`config.mk`:
```
export PLATFORM = sky130hd
export DESIGN_NAME = gregorian_date_calculator
export DESIGN_NICKNAME = d
export VERILOG_FILES = /design/src/rtl/core/gdc_pkg.sv /design/src/rtl/core/gregorian_date_calculator.sv
export SDC_FILE = /design/constraint.sdc
export NUM_CORES = 2
export LEC_CHECK = 0
export BUFFER_PORTS_ARGS = -buffer_cell sky130_fd_sc_hd__buf_2
export CAP_MARGIN = 20
export CORE_AREA = 2 2 427 471
export CTS_CLUSTER_DIAMETER = 30
export DETAILED_ROUTE_END_ITERATION = 10
export DIE_AREA = 0 0 429 473
export PLACE_DENSITY_LB_ADDON = 0.15
export SYNTH_ARGS = -nofsm -noshare
export SYNTH_HDL_FRONTEND = slang
export SYNTH_SLANG_ARGS = --single-unit
```
`constraint.sdc`:
```
create_clock -name clk_i -period 35.9 [get_ports clk_i]
set_input_delay 0 -clock clk_i [delete_from_list [all_inputs] [get_ports clk_i]]
set_output_delay 0 -clock clk_i [all_outputs]
set_load 0.005 [all_outputs]
```
`src/rtl/core/gdc_pkg.sv`:
```
`timescale 1ns / 1ps
package gdc_pkg;

  localparam int unsigned MaxYearDefault = 9999;
  localparam int unsigned YearW = 14;
  localparam int unsigned DayNumW = 25;
  localparam int unsigned DiffW = 23;
  localparam logic [21:0] DiffLimit = 22'h3FFFFF;

  localparam logic [1:0] CmdAdd = 2'd0;
  localparam logic [1:0] CmdSub = 2'd1;
  localparam logic [1:0] CmdCmp = 2'd2;
  localparam logic [1:0] CmdDiff = 2'd3;

  localparam logic [1:0] StOk = 2'd0;
  localparam logic [1:0] StBad = 2'd1;
  localparam logic [1:0] StSat = 2'd2;

  // days before month m in a common year
  function automatic logic [8:0] days_before(input logic [3:0] m);
    case (m)
      4'd1: days_before = 9'd0;
      4'd2: days_before = 9'd31;
      4'd3: days_before = 9'd59;
      4'd4: days_before = 9'd90;
      4'd5: days_before = 9'd120;
      4'd6: days_before = 9'd151;
      4'd7: days_before = 9'd181;
      4'd8: days_before = 9'd212;
      4'd9: days_before = 9'd243;
      4'd10: days_before = 9'd273;
      4'd11: days_before = 9'd304;
      4'd12: days_before = 9'd334;
      default: days_before = 9'd0;
    endcase
  endfunction

  function automatic logic [4:0] month_len(input logic [3:0] m, input logic leap);
    case (m)
      4'd2: month_len = leap ? 5'd29 : 5'd28;
      4'd4, 4'd6, 4'd9, 4'd11: month_len = 5'd30;
      4'd1, 4'd3, 4'd5, 4'd7, 4'd8, 4'd10, 4'd12: month_len = 5'd31;
      default: month_len = 5'd0;
    endcase
  endfunction

endpackage

```
`src/rtl/core/gregorian_date_calculator.sv`:
```
`timescale 1ns / 1ps
// gregorian date calculator
// structure: 8 register stages, a result is offered once its request has passed through all of them
// throughput: one request per cycle; the pipeline stalls only when the output stalls
// reset: rst_ni clears all stage valid bits at once, payload registers are not reset
// stages: validate, to day number, add/compare, 400-year split, century split,
// four-year split, year and day of year, month and day into the output register
module gregorian_date_calculator
  import gdc_pkg::*;
#(
  parameter int unsigned MAX_YEAR = MaxYearDefault
) (
  input  logic        clk_i,
  input  logic        rst_ni,
  input  logic        s_axis_tvalid,
  output logic        s_axis_tready,
  // command[1:0], year_a[15:2], month_a[19:16], day_a[24:20], year_b[38:25],
  // month_b[42:39], day_b[47:43], offset_days[69:48], zero fill to 72 bits
  input  logic [71:0] s_axis_tdata,
  output logic        m_axis_tvalid,
  input  logic        m_axis_tready,
  // res_year[13:0], res_month[17:14], res_day[22:18], a_greater[23], a_equal[24],
  // day_difference[47:25], status[49:48], zero fill to 56 bits
  output logic [55:0] m_axis_tdata
);

  localparam int unsigned Stages = 8;

  // reciprocals for the constant divisions, exact over the ranges used here
  localparam logic [16:0] Recip25 = 17'd83887;       // x / 25 = (x * r) >> 21, x < 91180
  localparam logic [24:0] Recip146097 = 25'd30103606; // >> 42, any 25-bit day number
  localparam logic [15:0] Recip1461 = 16'd45934;     // >> 26, any 16-bit remainder

  // one global enable: the whole pipe advances unless the last stage is full and stalled
  logic adv;
  logic [Stages-1:0] v_q;
  assign adv = !v_q[Stages-1] || m_axis_tready;
  assign s_axis_tready = adv;

  always_ff @(posedge clk_i or negedge rst_ni) begin
    if (!rst_ni) begin
      v_q <= '0;
    end else if (adv) begin
      v_q <= {v_q[Stages-2:0], s_axis_tvalid};
    end
  end

  // input unpack
  logic [1:0] in_cmd;
  logic [13:0] in_ya, in_yb;
  logic [3:0] in_ma, in_mb;
  logic [4:0] in_da, in_db;
  logic [21:0] in_off;
  assign in_cmd = s_axis_tdata[1:0];
  assign in_ya = s_axis_tdata[15:2];
  assign in_ma = s_axis_tdata[19:16];
  assign in_da = s_axis_tdata[24:20];
  assign in_yb = s_axis_tdata[38:25];
  assign in_mb = s_axis_tdata[42:39];
  assign in_db = s_axis_tdata[47:43];
  assign in_off = s_axis_tdata[69:48];

  function automatic logic [16:0] div25(input logic [16:0] x);
    logic [33:0] prod;
    prod = 34'(x) * 34'(Recip25);
    div25 = {4'd0, prod[33:21]};
  endfunction

  // divisible by 100 is divisible by 4 and 25, by 400 is by 16 and 25
  function automatic logic leap_of(input logic [16:0] y);
    logic [16:0] q;
    q = div25(y);
    leap_of = (y[1:0] == 2'd0) && ((q * 17'd25 != y) || (y[3:0] == 4'd0));
  endfunction

  function automatic logic date_ok(input logic [13:0] y, input logic [3:0] m,
                                   input logic [4:0] d);
    logic lp;
    lp = leap_of({3'd0, y});
    date_ok = (y >= 14'd1) && ({18'd0, y} <= 32'(MAX_YEAR)) && (m >= 4'd1) &&
              (m <= 4'd12) && (d >= 5'd1) && (d <= month_len(m, lp));
  endfunction

  // stage 1: validate and replace
  logic [1:0] s1_cmd_q;
  logic [13:0] s1_ya_q, s1_yb_q;
  logic [3:0] s1_ma_q, s1_mb_q;
  logic [4:0] s1_da_q, s1_db_q;
  logic [21:0] s1_off_q;
  logic s1_bad_q;
  always_ff @(posedge clk_i) begin
    if (adv) begin
      logic oka, okb;
      oka = date_ok(in_ya, in_ma, in_da);
      okb = date_ok(in_yb, in_mb, in_db) || !in_cmd[1];
      s1_cmd_q <= in_cmd;
      s1_ya_q <= oka ? in_ya : 14'd1;
      s1_ma_q <= oka ? in_ma : 4'd1;
      s1_da_q <= oka ? in_da : 5'd1;
      s1_yb_q <= okb ? in_yb : 14'd1;
      s1_mb_q <= okb ? in_mb : 4'd1;
      s1_db_q <= okb ? in_db : 5'd1;
      s1_off_q <= in_off;
      s1_bad_q <= !oka || !okb;
    end
  end

  // p / 100 is (p / 4) / 25 and p / 400 is (p / 16) / 25
  function automatic logic [DayNumW-1:0] to_days(input logic [13:0] y, input logic [3:0] m,
                                                 input logic [4:0] d);
    logic [13:0] p;
    logic [DayNumW-1:0] n;
    p = y - 14'd1;
    n = DayNumW'(p) * DayNumW'(365) + DayNumW'(p >> 2) -
        DayNumW'(div25({5'd0, p[13:2]})) + DayNumW'(div25({7'd0, p[13:4]}));
    n = n + DayNumW'(days_before(m)) + DayNumW'(d) - DayNumW'(1);
    if (m > 4'd2 && leap_of({3'd0, y})) n = n + DayNumW'(1);
    to_days = n;
  endfunction

  // day number of the last day of MAX_YEAR
  localparam logic [DayNumW-1:0] TopDay = DayNumW'(MAX_YEAR) * DayNumW'(365) +
      DayNumW'(MAX_YEAR / 4) - DayNumW'(MAX_YEAR / 100) +
      DayNumW'(MAX_YEAR / 400) - DayNumW'(1);

  // stage 2: day numbers
  logic [1:0] s2_cmd_q;
  logic [DayNumW-1:0] s2_na_q, s2_nb_q;
  logic [21:0] s2_off_q;
  logic s2_bad_q;
  always_ff @(posedge clk_i) begin
    if (adv) begin
      s2_cmd_q <= s1_cmd_q;
      s2_na_q <= to_days(s1_ya_q, s1_ma_q, s1_da_q);
      s2_nb_q <= to_days(s1_yb_q, s1_mb_q, s1_db_q);
      s2_off_q <= s1_off_q;
      s2_bad_q <= s1_bad_q;
    end
  end

  // stage 3: add, subtract, compare, difference
  logic [1:0] s3_cmd_q;
  logic [DayNumW-1:0] s3_n_q;
  logic s3_gt_q, s3_eq_q, s3_sat_q, s3_bad_q;
  logic [DiffW-1:0] s3_diff_q;
  always_ff @(posedge clk_i) begin
    if (adv) begin
      logic [DayNumW:0] sum;
      logic [DayNumW-1:0] mag;
      logic ge;
      sum = {1'b0, s2_na_q} + (DayNumW + 1)'(s2_off_q);
      ge = s2_na_q >= s2_nb_q;
      mag = ge ? s2_na_q - s2_nb_q : s2_nb_q - s2_na_q;
      s3_cmd_q <= s2_cmd_q;
      s3_bad_q <= s2_bad_q;
      s3_gt_q <= (s2_cmd_q == CmdCmp) && (s2_na_q > s2_nb_q);
      s3_eq_q <= (s2_cmd_q == CmdCmp) && (s2_na_q == s2_nb_q);
      s3_n_q <= '0;
      s3_sat_q <= 1'b0;
      s3_diff_q <= '0;
      case (s2_cmd_q)
        CmdAdd: begin
          if (sum > (DayNumW + 1)'(TopDay)) begin
            s3_n_q <= TopDay;
            s3_sat_q <= 1'b1;
          end else begin
            s3_n_q <= sum[DayNumW-1:0];
          end
        end
        CmdSub: begin
          if (DayNumW'(s2_off_q) > s2_na_q) begin
            s3_sat_q <= 1'b1;
          end else begin
            s3_n_q <= s2_na_q - DayNumW'(s2_off_q);
          end
        end
        CmdDiff: begin
          logic [21:0] v;
          v = (mag > DayNumW'(DiffLimit)) ? DiffLimit : mag[21:0];
          s3_sat_q <= mag > DayNumW'(DiffLimit);
          s3_diff_q <= ge ? {1'b0, v} : DiffW'(0) - {1'b0, v};
        end
        default: ;
      endcase
    end
  end

  // fields that ride along unchanged behind the date split
  typedef struct packed {
    logic no_date;
    logic gt;
    logic eq;
    logic sat;
    logic bad;
    logic [DiffW-1:0] diff;
  } side_t;

  // stage 4: split off whole 400-year cycles
  logic [7:0] s4_q400_q;
  logic [17:0] s4_r_q;
  side_t s4_sd_q;
  always_ff @(posedge clk_i) begin
    if (adv) begin
      logic [49:0] prod;
      logic [7:0] q400;
      prod = 50'(s3_n_q) * 50'(Recip146097);
      q400 = prod[49:42];
      s4_q400_q <= q400;
      s4_r_q <= 18'(s3_n_q - DayNumW'(q400) * DayNumW'(146097));
      s4_sd_q <= '{no_date: s3_cmd_q[1], gt: s3_gt_q, eq: s3_eq_q, sat: s3_sat_q,
                   bad: s3_bad_q, diff: s3_diff_q};
    end
  end

  // stage 5: centuries, the last day of a 400-year cycle stays in the fourth
  logic [16:0] s5_ybase_q;
  logic [15:0] s5_r_q;
  side_t s5_sd_q;
  always_ff @(posedge clk_i) begin
    if (adv) begin
      logic [1:0] q100;
      q100 = (s4_r_q >= 18'd109572) ? 2'd3 :
             (s4_r_q >= 18'd73048) ? 2'd2 :
             (s4_r_q >= 18'd36524) ? 2'd1 : 2'd0;
      s5_ybase_q <= 17'(s4_q400_q) * 17'd400 + 17'(q100) * 17'd100;
      s5_r_q <= 16'(s4_r_q - 18'(q100) * 18'd36524);
      s5_sd_q <= s4_sd_q;
    end
  end

  // stage 6: 4-year cycles
  logic [16:0] s6_ybase_q;
  logic [10:0] s6_r_q;
  side_t s6_sd_q;
  always_ff @(posedge clk_i) begin
    if (adv) begin
      logic [31:0] prod;
      logic [5:0] q4;
      prod = 32'(s5_r_q) * 32'(Recip1461);
      q4 = prod[31:26];
      s6_ybase_q <= s5_ybase_q + 17'(q4) * 17'd4;
      s6_r_q <= 11'(s5_r_q - 16'(q4) * 16'd1461);
      s6_sd_q <= s5_sd_q;
    end
  end

  // stage 7: year within 4-year cycle, day of year
  logic [16:0] s7_y_q;
  logic [8:0] s7_doy_q;
  side_t s7_sd_q;
  always_ff @(posedge clk_i) begin
    if (adv) begin
      logic [1:0] q1;
      q1 = (s6_r_q >= 11'd1095) ? 2'd3 :
           (s6_r_q >= 11'd730) ? 2'd2 :
           (s6_r_q >= 11'd365) ? 2'd1 : 2'd0;
      s7_y_q <= s6_ybase_q + 17'(q1) + 17'd1;
      s7_doy_q <= 9'(s6_r_q - 11'(q1) * 11'd365);
      s7_sd_q <= s6_sd_q;
    end
  end

  // stage 8: month and day, output register
  logic [55:0] s8_q;
  always_ff @(posedge clk_i) begin
    if (adv) begin
      logic lp;
      logic [3:0] m;
      logic [8:0] st;
      logic [13:0] ry;
      logic [3:0] rm;
      logic [4:0] rd;
      logic [1:0] stt;
      lp = leap_of(s7_y_q);
      m = 4'd1;
      for (int k = 2; k <= 12; k++) begin
        st = days_before(4'(k)) + ((k > 2 && lp) ? 9'd1 : 9'd0);
        if (s7_doy_q >= st) m = 4'(k);
      end
      st = days_before(m) + ((m > 4'd2 && lp) ? 9'd1 : 9'd0);
      ry = s7_y_q[13:0];
      rm = m;
      rd = 5'(s7_doy_q - st + 9'd1);
      if (s7_sd_q.no_date) begin
        ry = '0;
        rm = '0;
        rd = '0;
      end
      stt = s7_sd_q.bad ? StBad : (s7_sd_q.sat ? StSat : StOk);
      s8_q <= {6'd0, stt, s7_sd_q.diff, s7_sd_q.eq, s7_sd_q.gt, rd, rm, ry};
    end
  end

  assign m_axis_tvalid = v_q[Stages-1];
  assign m_axis_tdata = s8_q;

endmodule

```
# After elaboration in Yosys (flattened, before gate mapping)

Memory sizes are Yosys's and may differ from the RTL's. A register that Yosys moved wholly into a read port is not among the register bits.
Index checks and enable logic that the tools add are counted.

Logic and storage cells: 302
Flip-flop bits (word level): 483
Bits of input ports: 76
Output and inout port bits: 58
ROM bits: 432
Memories kept: 3

Memories:

| memory          | words | width | read ports | clocked after Yosys merged registers in | wr ports | line          | RTL |
|---|---|---|---|---|---|---|---|
| (no name shown) | 16    | 9     | 1          | 0                                       | 0        | gdc_pkg.sv:21 | `case (m)` |
| (no name shown) | 16    | 9     | 1          | 1                                       | 0        | gdc_pkg.sv:21 |  |
| (no name shown) | 16    | 9     | 1          | 1                                       | 0        | gdc_pkg.sv:21 |  |

Add/sub/neg operators: 42
Eq/ne operators: 33
Magnitude comparators: 37
Bitwise operators: 1
Mux-type cells: 56
Reduce and logical (&&, ||, !) cells: 48
Multipliers: 24

Operators with widths:

| operator                 | count |
|---|---|
| $mux W25                 | 5 |
| $mul A14 B17 Y31 const B | 4 |
| $mux W9                  | 13 |
| $ge A9 B9 Y1             | 11 |
| $add A9 B9 Y9            | 9 |
| $mul A10 B5 Y15 const B  | 4 |
| $mux W4                  | 15 |
| $ne A15 B14 Y1           | 4 |
| $mul A12 B17 Y29 const B | 2 |
| $mul A10 B17 Y27 const B | 2 |
| $add A25 B1 Y25 const B  | 2 |
| $add A25 B5 Y25          | 2 |
| $add A25 B6 Y25          | 2 |
| $add A25 B9 Y25          | 2 |
| $pmux W25 S2             | 1 |
| $sub A24 B8 Y25          | 2 |
| $sub A25 B1 Y25 const B  | 2 |
| $sub A25 B25 Y25         | 2 |
| $mul A25 B24 Y49 const B | 1 |
| $add A23 B12 Y24         | 2 |
| $mul A14 B9 Y23 const B  | 2 |
| $mux W22                 | 2 |
| $eq A4 B4 Y1 const B     | 10 |
| $ge A18 B17 Y1 const B   | 2 |
| other kinds (62)         | 138 |

# Longest topological paths before layout

Depth after elaboration: 25
Depth in mapped cells: 64

# Worst setup path before layout

OpenSTA, ideal clock, no wires.

Path kind: register to register
From: register v_q[7]
To: register with a tool-made name
Setup time: 0.148 ns
Arrival: 14.649 ns
Path buffers: 1
Period minus slack after synthesis: 14.797 ns
Stages on the path, launching flop included: 10
Path slack: 21.103 ns
Cell sequence: dfrtp_1 nor2b_1 inv_1 clkbuf_1 nand2_1 o21ai_0 inv_1 ha_1 o211ai_1 o21ai_0

RTL lines:

| element                | line                            | RTL |
|---|---|---|
| start, declared        | gregorian_date_calculator.sv:36 | `logic [Stages-1:0] v_q;` |
| start signal, assigned | gregorian_date_calculator.sv:44 | `v_q <= {v_q[Stages-2:0], s_axis_tvalid};` |

# Worst setup path after layout

From: register s1_yb_q[1]
To: register s2_nb_q[24] (data pin)

Word-level cells in the longest chain between the ends: 10

RTL lines:

| element                | line                             | RTL |
|---|---|---|
| start, declared        | gregorian_date_calculator.sv:86  | `logic [13:0] s1_ya_q, s1_yb_q;` |
| start signal, assigned | gregorian_date_calculator.sv:100 | `s1_yb_q <= okb ? in_yb : 14'd1;` |
| $sub A14 B1 Y14        | gregorian_date_calculator.sv:113 | `p = y - 14'd1;` |
| $mul A14 B9 Y23        | gregorian_date_calculator.sv:114 | `n = DayNumW'(p) * DayNumW'(365) + DayNumW'(p >> 2) -` |
| $add A23 B12 Y24       | gregorian_date_calculator.sv:114 |  |
| $sub A24 B8 Y25        | gregorian_date_calculator.sv:114 |  |
| $add A25 B6 Y25        | gregorian_date_calculator.sv:115 | `DayNumW'(div25({5'd0, p[13:2]})) + DayNumW'(div25({7'd0, p[13:4]}));` |
| $add A25 B9 Y25        | gregorian_date_calculator.sv:116 | `n = n + DayNumW'(days_before(m)) + DayNumW'(d) - DayNumW'(1);` |
| $add A25 B5 Y25        | gregorian_date_calculator.sv:116 |  |
| $sub A25 B1 Y25        | gregorian_date_calculator.sv:116 |  |
| $add A25 B1 Y25        | gregorian_date_calculator.sv:117 | `if (m > 4'd2 && leap_of({3'd0, y})) n = n + DayNumW'(1);` |
| $mux W25 (*)           | gregorian_date_calculator.sv:117 |  |
| end signal, assigned   | gregorian_date_calculator.sv:135 | `s2_nb_q <= to_days(s1_yb_q, s1_mb_q, s1_db_q);` |
| end, declared          | gregorian_date_calculator.sv:128 | `logic [DayNumW-1:0] s2_na_q, s2_nb_q;` |

Every way passes the cells marked *; elsewhere a longest branch is shown, timed or not.
A chain may end at the register's enable or synchronous reset.

==> summary by stage <==
Clocking
The clock net in this run drives a total of a little under 500 sinks. The clock tree root driver cell is clkbuf_16. At the later pin of the worst-skew pair, clock insertion delay measures 0.74 ns. The worst-case clock buffer depth is 3. The number of H-tree levels is 3. In this run, CTS created clock tree buffers numbering 114. TritonCTS built the clock tree.

The CTS clock-pin slew for the worst setup and hold paths is 0.05 ns. The number of resized instances in the post-cts repair step is 0. Post-CTS timing repair inserted 0 buffers for setup.

Synth
The number of warning messages in the yosys log is 0. Yosys attributes the largest share of cell area to fa_1 28%, ha_1 27%, edfxtp_1 16%, inv_1 8.8%, xnor2_1 3.4%. The number of distinct library cell variants in the gate-level netlist after synthesis is 92.

In the synthesized netlist the dominant register cell turns out to be edfxtp_1. Counting flops with a built-in enable in the synthesized netlist gives between 400 and 500. The cell with the most instances after synthesis is inv_1. By count the netlist is led by 2,076 x inv_1, 1,900 x ha_1, 1,226 x fa_1. In this run, synthesis produced a sequential element count of 496. The async set-reset flop share out of synthesis is between 1.5 and 2%. The share of the yosys chip area belonging to registers is between 10% and 20%. The mapped cell area is 88,600 µm². The largest total area in the synthesized netlist belongs to fa_1. Summed over its instances, the top area cell type makes up between 20% and 30% of the synthesized netlist area. The mean post-synth cell area is 10.4 µm².

The synthesized instance count is roughly 8,500.

Run
The tool flagged a number of max-cap violations equal to 0.

Detailed routing
Before antenna repair, the detailed router went through 6 iterations. The wire length reported by the detailed router is between 200,000 and 250,000 µm. The number of nets with antenna violations after detailed routing is 0. The average wire per standard cell is ~17 µm. After detailed routing, the number of remaining DRC violations is 0. Dividing the detail-routed via count by the number of cells gives a little over 5. The violation count after the first detailed-routing iteration is 2,293. Across all layers, the routed design uses ~58,000 vias.

Timing
The sum of negative setup slack is 0 ns. The final-report setup violation count is 0. The number of pins with negative max-slew slack in the final report is 0. Setup repair after global routing left no endpoint under its margin. The actual transition at the worst max-transition pin is 1.05 ns. The post-route clock period utilization is approximately 44%. The worst pin sits at a relative slew slack of between 30% and 40%.

The upper clock frequency limit is roughly 63 MHz. The number of endpoints with negative hold slack in the final report is 0. The largest clock skew in the final design is approximately 0.095 ns. The clock period minus worst slack is 15.81 ns.

Die
The height of the die is 473 µm. The die outline area is 203,000 µm². The I/O pin total is between 100 and 150. For this configuration, the core starts out at a cell density of approximately 45%.

The die is roughly 430 µm wide. The core region area is 199,000 µm². After floorplanning, the core was divided into roughly 170 placement rows.

Final layout
Leaving out filler cells and counting taps, the final layout contains around 12,000. The combined area of the multi-input logic cells is roughly 66,000 µm². The storage element area is about 15,000 µm². The relative area change from synthesis to final layout is 10.1%. The fraction of layout cells with a size suffix above 1 is approximately 5%.

Counting the fill cells in the layout gives around 18,000. At the end of the flow, the number of nets in the layout was between 10,000 and 15,000.

Global routing
The pin count of the biggest net entering global routing is between 150 and 200. The first global-routing pass estimated between 300,000 and 400,000 µm of wire. The number of global-route vias before repair came to between 60,000 and 70,000.

The number of antenna violations at the first check in global routing is 9. The global-route usage over all layers is between 20% and 30%. The global route total overflow is 0.

Critical path
The startpoint-to-endpoint class of the critical path is reg2reg. Along the worst path, the maximum fanout reaches 11. The cell family contributing the most delay on the critical path is adder cells.

The arrival time of data at the critical path endpoint is 16.28 ns. STA puts the critical path data required time at 36.37 ns. The endpoint class of the critical path is a flop. For this run, the slowest stage of the critical path takes ~0.7 ns. The slowest cell on the critical path is xnor2_1. STA classifies the critical path startpoint as a flop. Counting both buffers and inverters, the worst setup path holds a total of 10.

Placed design
At the end of routability-driven placement, the weighted congestion stood at 0.898. The number of buffers added on ports is between 100 and 150. The placed wire-length estimate after detailed placement is around 170,000 µm. The number of placed instances, taps included, is 11,236.

Min path
The tightest min-delay check is of the in2reg type.

Outcome
The run finished with clean final reports.
[kinds of logic after synthesis]
| family | after synthesis | synth area share, % |
|---|---|---|
| adders and majority gates | 3126 | 54.5 |
| buffers and inverters | 2166 | 9.25 |
| AOI/OAI and AO/OA | 1130 | 8.33 |
| and+or+nand+nor | 1105 | 6.09 |
| DFF | 496 | 16.6 |
| xor gates and xnor gates | 487 | 4.88 |
| muxes | 30 | 0.349 |
| other | 1 | 0.00423 |
[sequential cells by signal (all words and copies together) (netlist names), 8 cells and up, named ones only]
signal / flops
s5_r_q: 16
s2_nb_q: 25
s7_doy_q: 9
s6_sd_q: 28
s7_y_q: 17
s6_r_q: 11
s1_off_q: 22
s4_q400_q: 8
s7_sd_q: 28
v_q: 8
m_axis_tdata: 50
s4_sd_q: 28
s1_ya_q: 14
s3_n_q: 25
s4_r_q: 18
s5_ybase_q: 15
s2_na_q: 25
s3_diff_q: 23
s1_yb_q: 14
s2_off_q: 22
s5_sd_q: 28
s6_ybase_q: 15
[per-stage QoR]
| stage | hold WS (ns) | cell area (µm²) | setup WS [ns] | utilization, % |
|---|---|---|---|---|
| after floorplan | -0.296 | 88600 | 21.10 | - |
| after global placement | -0.155 | 92500 | 20.09 | 46.6 |
| after detailed placement | -0.152 | 92500 | 19.96 | 46.6 |
| after CTS | 0.0110 | 97500 | 19.94 | 49.1 |
| after global routing | 0.0337 | 97500 | 19.03 | 49.1 |
| final | 0.0853 | 97500 | 20.09 | 49.1 |
[cells in the final DEF (no fill, tap or decap), types with 23 or more instances in the layout]
cell / synthesis / layout
or2_2: 23 / 23
mux2i_1: 23 / 23
buf_4: 9 / 42
xor2_1: 141 / 141
a21boi_0: 25 / 25
nor3_1: 83 / 83
edfxtp_1: 470 / 470
and3_1: 38 / 38
dlygate4sd3_1: 0 / 86
a21o_1: 147 / 147
ha_1: 1900 / 1900
nor2b_1: 60 / 59
a21oi_1: 300 / 300
nor4_1: 27 / 27
xnor2_1: 341 / 337
buf_2: 14 / 125
clkbuf_16: 0 / 116
o21a_1: 85 / 85
a211oi_1: 43 / 42
a31oi_1: 32 / 31
o21bai_1: 51 / 51
o21ai_0: 214 / 214
nand2b_1: 39 / 39
inv_1: 2076 / 2075
fa_1: 1226 / 1226
and2_1: 56 / 56
nor2_1: 316 / 316
nand3_1: 77 / 77
nand4_1: 44 / 44
o211ai_1: 30 / 30
nand2_1: 268 / 268
[worst paths after layout]
check / from / end / slack, ns / cells after the start
worst min-delay path: s_axis_tdata[55] / s1_off_q[7] / 0.09 / 2
max in group asynchronous: rst_ni / v_q[2] / 35.38 / 3
min in group asynchronous: rst_ni / v_q[6] / 0.27 / 3
worst max register to register: s1_yb_q[1] / s2_nb_q[24] / 20.09 / 50
worst min register to register: s1_off_q[5] / s2_off_q[5] / 0.34 / 0
worst max-delay path: s1_yb_q[1] / s2_nb_q[24] / 20.09 / 50
[repair_timing]
item,4_1_cts,5_1_grt
endpoints found under the setup margin,0,0
hold buffers,86,0
endpoints found under the hold margin,103,0
[metal layers]
metal  part of all wire (%)  routed length, µm  track usage (%)
met1                     43              86900             25.7
met2                     51             103000             37.7
met3                    2.7               5380             2.08
met4                    2.9               5760             5.29
met5                  0.022                 45                0
[cell type report]
class	instances	area share, %
tap	2610	3.35
inverter	2076	8.00
antenna	2	0.00513
multi-input combinational	5884	67.5
timing repair buffer	256	1.89
clock inverter	93	1.22
sequential	496	15.0
clock buffer	122	3.00
Power is left out: the tool's default activity adds up to more than one toggle a clock period on the data nets, which glitch-free logic cannot reach.
